**src/rtl/core/lrucd_pkg.sv**
```systemverilog
// Shared types, constants and codes of the LRU chunk cache directory.
package lrucd_pkg;

    localparam int DEF_ENTRIES    = 256;
    localparam int DEF_COORD_BITS = 22;
    localparam int LIMIT_RESET    = 200;
    localparam int LIMIT_BITS     = 9;
    localparam int OUTCOME_BITS   = 3;
    localparam int SLOT_FIELD     = 8;
    localparam int COUNT_FIELD    = 9;

    typedef enum logic [OUTCOME_BITS-1:0] {
        OUT_HIT      = 3'd0,
        OUT_LOADED   = 3'd1,
        OUT_ABSENT   = 3'd2,
        OUT_LOADFAIL = 3'd3,
        OUT_CLEARED  = 3'd4
    } outcome_t;

    // Datapath commands issued by the controller.
    typedef enum logic [3:0] {
        CMD_NONE,
        CMD_LATCH,      // capture the input item, reset the scan pointer
        CMD_SCAN,       // examine one slot for a key match / free slot
        CMD_CLEAR,      // drop every entry
        CMD_HIT_MOVE,   // start moving the hit slot to the newest end
        CMD_EVICT,      // start unlinking the oldest slot
        CMD_FREE_SCAN,  // restart the scan looking for a free slot
        CMD_INSERT,     // write the key into the free slot and append it
        CMD_LINK_STEP,  // carry out one pending link-memory write
        CMD_RESULT      // form the result item
    } cmd_code_t;

    typedef struct packed {
        cmd_code_t code;
        logic      fail;  // the load failed: the free scan sets OUT_LOADFAIL
    } dp_cmd_t;

    typedef struct packed {
        logic scan_done;  // scan stopped: match or free slot found, or all slots seen
        logic hit;
        logic is_clear;
        logic present;
        logic load_ok;
        logic need_evict;
        logic is_newest;
        logic link_busy;  // link writes still pending
    } dp_status_t;

endpackage

```
**src/rtl/core/lrucd_ctrl.sv**
```systemverilog
// Controller state machine of the LRU chunk cache directory.
module lrucd_ctrl
    import lrucd_pkg::*;
(
    input  logic       aclk,
    input  logic       aresetn,
    input  logic       in_valid,
    output logic       in_ready,
    output logic       out_load,
    input  logic       out_free,
    output dp_cmd_t    cmd,
    input  dp_status_t status
);
    typedef enum logic [9:0] {
        ST_IDLE   = 10'b0000000001,
        ST_DECIDE = 10'b0000000010,
        ST_SCAN   = 10'b0000000100,
        ST_MISS   = 10'b0000001000,
        ST_EVLINK = 10'b0000010000,
        ST_FREE   = 10'b0000100000,
        ST_INSERT = 10'b0001000000,
        ST_LINK   = 10'b0010000000,
        ST_RESULT = 10'b0100000000,
        ST_OUT    = 10'b1000000000
    } state_t;

    state_t state_reg, state_next;

    assign in_ready = (state_reg == ST_IDLE);

    always_comb begin
        state_next = state_reg;
        cmd.code   = CMD_NONE;
        cmd.fail   = !status.load_ok;
        out_load   = 1'b0;
        unique case (state_reg)
            ST_IDLE: if (in_valid) begin
                cmd.code   = CMD_LATCH;
                state_next = ST_DECIDE;
            end
            ST_DECIDE: begin
                if (status.is_clear) begin
                    cmd.code   = CMD_CLEAR;
                    state_next = ST_RESULT;
                end else begin
                    state_next = ST_SCAN;
                end
            end
            ST_SCAN: begin
                if (status.scan_done) begin
                    if (status.hit) begin
                        if (status.is_newest) begin
                            cmd.code = CMD_HIT_MOVE;
                            state_next = ST_RESULT;
                        end else begin
                            cmd.code = CMD_HIT_MOVE;
                            state_next = ST_LINK;
                        end
                    end else begin
                        state_next = ST_MISS;
                    end
                end else begin
                    cmd.code = CMD_SCAN;
                end
            end
            ST_MISS: begin
                if (!status.present) state_next = ST_RESULT;
                else if (status.need_evict) begin
                    cmd.code   = CMD_EVICT;
                    state_next = ST_EVLINK;
                end else begin
                    cmd.code   = CMD_FREE_SCAN;
                    state_next = status.load_ok ? ST_FREE : ST_RESULT;
                end
            end
            ST_EVLINK: begin
                if (status.link_busy) cmd.code = CMD_LINK_STEP;
                else begin
                    cmd.code   = CMD_FREE_SCAN;
                    state_next = status.load_ok ? ST_FREE : ST_RESULT;
                end
            end
            ST_FREE: begin
                if (status.scan_done) state_next = ST_INSERT;
                else cmd.code = CMD_SCAN;
            end
            ST_INSERT: begin
                cmd.code   = CMD_INSERT;
                state_next = ST_LINK;
            end
            ST_LINK: begin
                if (status.link_busy) cmd.code = CMD_LINK_STEP;
                else state_next = ST_RESULT;
            end
            ST_RESULT: begin
                cmd.code   = CMD_RESULT;
                state_next = ST_OUT;
            end
            ST_OUT: if (out_free) begin
                out_load   = 1'b1;
                state_next = ST_IDLE;
            end
            default: state_next = ST_IDLE;
        endcase
    end

    always_ff @(posedge aclk) begin
        if (!aresetn) state_reg <= ST_IDLE;
        else          state_reg <= state_next;
    end

endmodule

```
**config.mk**
```make
export PLATFORM = sky130hd
export DESIGN_NAME = lrucd_ctrl
export DESIGN_NICKNAME = d
export VERILOG_FILES = /design/src/rtl/core/lrucd_pkg.sv /design/src/rtl/core/lrucd_ctrl.sv
export SDC_FILE = /design/constraint.sdc
export NUM_CORES = 1
export LEC_CHECK = 0
export BUFFER_PORTS_ARGS = -buffer_cell sky130_fd_sc_hd__buf_2
export CAP_MARGIN = 25
export CORE_MARGIN = 2
export CORE_UTILIZATION = 52
export CTS_CLUSTER_SIZE = 30
export DETAILED_ROUTE_END_ITERATION = 12
export GPL_TIMING_DRIVEN = 0
export PLACE_DENSITY = 0.89
export SLEW_MARGIN = 20
export SYNTH_ARGS = -nofsm -noshare
export SYNTH_HDL_FRONTEND = slang
export SYNTH_SLANG_ARGS = --single-unit
```
**constraint.sdc**
```tcl
create_clock -name aclk -period 2.5 [get_ports aclk]
set_clock_uncertainty 0.05 [all_clocks]
set_input_delay 0.25 -clock aclk [delete_from_list [all_inputs] [get_ports aclk]]
set_output_delay 0.25 -clock aclk [all_outputs]
set_load 0.1 [all_outputs]
```
# After elaboration in Yosys (flattened, before gate mapping)
# Index checks and enable logic that the tools add are counted.
# W data, S select, Z words.
[totals]
reg_bits = 10
out_inout_bits = 7
elab_cells = 44
[classes]
n_eq_ne = 16
n_mux = 25
n_reduce_logical = 2
[ops]
columns = ["operator", "count"]
rows = [
  ["$pmux W10 S10", 1],
  ["$mux W10", 7],
  ["$mux W9", 5],
  ["$pmux W4 S9", 1],
  ["$mux W4", 3],
  ["$ne A2 B2 Y1 const B", 6],
  ["$eq A10 B1 Y1 const B", 1],
  ["$eq A10 B10 Y1 const B", 1],
  ["$eq A10 B2 Y1 const B", 1],
  ["$eq A10 B3 Y1 const B", 1],
  ["$eq A10 B4 Y1 const B", 1],
  ["$eq A10 B5 Y1 const B", 1],
  ["$eq A10 B6 Y1 const B", 1],
  ["$eq A10 B7 Y1 const B", 1],
  ["$eq A10 B8 Y1 const B", 1],
  ["$eq A10 B9 Y1 const B", 1],
  ["$mux W2", 3],
  ["$mux W3", 2],
  ["$reduce_and A6 Y1", 1],
  ["$mux W1", 3],
  ["$logic_not A1 Y1", 1],
]

# Longest topological paths before layout
[logic_depth]
word_depth = 4
depth_mapped = 6
mapped_depth_nobuf = 5

# Worst setup path after synthesis
# OpenSTA, ideal clock, no wires.
[synth_timing]
kind = "flip-flop to output port"
startpoint = "reg state_reg[5]"
endpoint = "out cmd[3] (netlist bit)"
arrival_time_ns = 3.316
t_required_ns = 2.200
slack_ns = -1.116
stages_incl_launch_ff = 5
path_buffers = 1
path_cell_list = "dfxtp_1 -> clkbuf_1 -> nor4_2 -> nand3_1 -> o21ai_0"
[synth_lines]
columns = ["element", "line_no", "rtl"]
rows = [
  ["start, declared", "lrucd_ctrl.sv:27", "state_t state_reg, state_next;"],
  ["start signal, assigned", "lrucd_ctrl.sv:109", "else state_reg <= state_next;"],
  ["end, declared", "lrucd_ctrl.sv:11", "output dp_cmd_t cmd,"],
]

# Worst setup path in the final report
[layout_timing]
startpoint = "reg state_reg[1]"
endpoint = "reg state_reg[0]"
[layout_between]
elab_chain_len = 3
word_cells_on_any_way = 18
classes_between = "16 x eq/ne; 1 x mux; 1 x reduce/logical"
[layout_rtl]
columns = ["element", "line_no", "rtl"]
rows = [
  ["$eq A10 B3 Y1, or another cell as far along", "lrucd_ctrl.sv:36", "unique case (state_reg)"],
  ["$ne A2 B2 Y1 (no source line)", "-", ""],
  ["$reduce_and A6 Y1 (no source line)", "-", ""],
]
# Parallel ways exist; a longest one is shown, timed or not.
# A chain may end at the register's enable or synchronous reset.

==> results.tsv <==
metric	value	unit
outcome	complete, but fails checks	
violated checks	negative setup slack	
Critical R2R Capture	state_reg[0]$_SDFFE_PN1P_	
ys async rst share	0	%
layout cells sized above 1	41.8	%
first-pass GRT wire length	4150	um
final worst-path cycle share	101	%
clk buf depth	2	
via count	1047	
WP data required	2.60	ns
gpl congestion	0.964	
post-route antenna net violation count	0	
CTS Root Buffer Type	clkbuf_4	
top-area cell type share of the netlist area	23.8	%
Synth cell types	44	
FILL cells	92	
area of the multi-input gates	688	um^2
clock sink count	10	
dpl hpwl	1910	um
dominant cell type by area after synthesis	dfxtp_1	
Total Routing Usage GR	28.5	%
clk_lat worst skew	0.27	ns
worst slew pin tran	0.549	ns
ys flop type	dfxtp_1	
final hold vios	0	
Cells after DPL	141	
vias per inst	6.98	
storage element area	203	um^2
total gr overflow	0	
slew margin rel.	63.1	%
First DRT Iteration DRCs	65	
Reg2Reg Launch Point	state_reg[1]$_SDFFE_PN0P_	
Pre-antenna DRT Iters	4	
Setup TNS	-0.112	ns
Lkg Pwr	0.483	nW
maxcap violations	0	
Synth warnings	0	
cells after synthesis	107	
Die H	44.2	um
Net Sw Frac	46.7	%
CTS tree	yes	
Cell Area, Synth	840	um^2
HP Class	in2reg	
WS Path Type	reg2reg	
die boundary width	44.2	um
hold path startpoint	status[6]	
critical path capture point type	flip-flop	
Worst Hold End	state_reg[3]$_SDFFE_PN0P_	
I/O pins	19	
max FFs per register	10	
initial antenna violation count	0	
Flop pwr share	23.7	%
Placeable Area	0.00151	mm^2
area grow syn2layout	42.6	%
crit path max fanout	9	
WHS Path Cells	2	
# DRC	0	
# hold bufs at CTS	0	
Clk network pwr share	14.5	%
CP Data Arrival Time	2.64	ns
Slew Limit Fails	0	
IO buf count	18	
clk slew on worst S/H paths	0.06	ns
Max Freq	0.395	GHz
fin nets	148	
Num CTS Buffers	3	
minimum clock period	2.53	ns
Die ar.	0.00195	mm^2
R2R depth	7	
Comb pwr share	61.8	%
pwr/cell area	635	mW/mm^2
Post-synth EDFFs	0	
Antenna diodes	0	
number of global-route vias before repair	929	
final WL	2880	um
largest cells by area after synthesis	dfxtp_1, o21ai_0, nand4_1	
Pint	0.405	mW
initial core utilization	55.7	%
Syn Nets	119	
R2R Setup Slk	-0.03	ns
Worst IR Drop VDD	0.617	mV
average size of a mapped cell	7.85	um^2
std cell rows	14	
drt wl/cell	19.2	um
switching power	0.355	mW
Critical Path Start Type	flip-flop	
largest net degree at the start of global routing	11	
RSZ-0062 raised after global routing	yes	
Tot Pwr	0.760	mW
final setup violation count	6	
Seq/Total Area, Yosys	23.8	%
CTS HTree Levels	1	
Worst Setup Slack, final	-0.0331	ns
final non-filler cell total	150	
#FFs+latches synth	10	
Setup WS pre-CTS	-0.0289	ns
[layer usage]
layer	vias up	share of wire [%]	track usage, %
li1	477	-	-
met1	480	40	36.9
met2	81	49	46.8
met3	9	8.8	3.67
met4	0	2.5	13.3
met5	-	0	0
[cells in the final DEF, fill, tap and decap left out, types with 3 or more instances in the layout]
cell	count
a21oi_1	5
buf_12	5
buf_2	15
buf_4	7
clkbuf_4	4
dfxtp_1	8
nand2_1	5
nand3_1	5
nand4_1	5
nor2_1	4
nor3_1	6
nor4_4	3
o2111ai_1	3
o21ai_0	7
xor2_1	3
[worst max path at each step]
| stage | from | endpoint | depth (start not counted) | slack (ns) |
|---|---|---|---|---|
| final | state_reg[1]$_SDFFE_PN0P_ | state_reg[0]$_SDFFE_PN1P_ | 7 | -0.03 |
| after global routing | state_reg[9]$_SDFFE_PN0P_ | state_reg[0]$_SDFFE_PN1P_ | 7 | -0.08 |
| after CTS | state_reg[9]$_SDFFE_PN0P_ | cmd[2] | 6 | -0.04 |
| after detailed placement | state_reg[5]$_SDFFE_PN0P_ | cmd[2] | 6 | -0.03 |
| after global placement | state_reg[5]$_SDFFE_PN0P_ | cmd[3] | 7 | 0.007 |
| after floorplan | state_reg[4]$_SDFFE_PN0P_ | cmd[1] | 5 | 0.02 |
[what timing repair did]
action | in CTS | in global routing
gates resized for setup | 14 | 18
setup endpoints to repair | 4 | 5
gates cloned | 0 | 0
pin swaps | 0 | 12
setup buffers | 0 | 8
[cell families after synthesis]
family                 share of synthesized area, %
AO/OA/AOI/OAI                                  26.5
XOR/XNOR                                       4.17
buffers and inverters                          5.36
flip-flops                                     23.8
AND/OR/NAND/NOR                                40.1
[cell usage after synthesis, types with 4 or more instances]
library cell and count:
a21oi_1 5, dfxtp_1 10, nand2_1 5, nand3_1 5
nand4_1 5, nor2_1 5, nor3_1 6, nor4_1 4
o21ai_0 10
[power by group through the flow]
stage / clock network (mW) / logic, mW / registers [mW]
2_1_floorplan: 0 / 0.322 / 0.179
3_3_place_gp: 0 / 0.378 / 0.180
3_5_place_dp: 0 / 0.389 / 0.180
4_1_cts: 0.112 / 0.400 / 0.176
5_1_grt: 0.119 / 0.492 / 0.181
6_report: 0.110 / 0.470 / 0.180
[worst max-delay path, cell delays in order, from the launching register on]
cell     delay, ns
dfxtp_1       0.29
buf_2         0.17
or4_4         0.53
or3_4         0.42
buf_12        0.14
o41ai_4       0.45
nor2_2        0.09
a211o_1       0.27
[per-stage QoR]
step	utilization (%)	hold WS, ns	instance area, um^2
CTS	69.9	0.136	1050
global route	79.5	0.152	1200
global placement	65.5	0.424	987
finish	79.5	0.164	1200
floorplan	-	0.279	877
detailed placement	65.5	0.421	987
[final cells by class]
| cell class | count | share of cell area [%] |
|---|---|---|
| Buffer | 5 | 2.82 |
| Clock buffer | 3 | 1.88 |
| Inverter | 2 | 0.627 |
| Multi-Input combinational cell | 88 | 57.5 |
| Sequential cell | 10 | 16.9 |
| Tap cell | 16 | 1.67 |
| Timing Repair Buffer | 26 | 18.6 |
(Power assumes the default switching activity.)
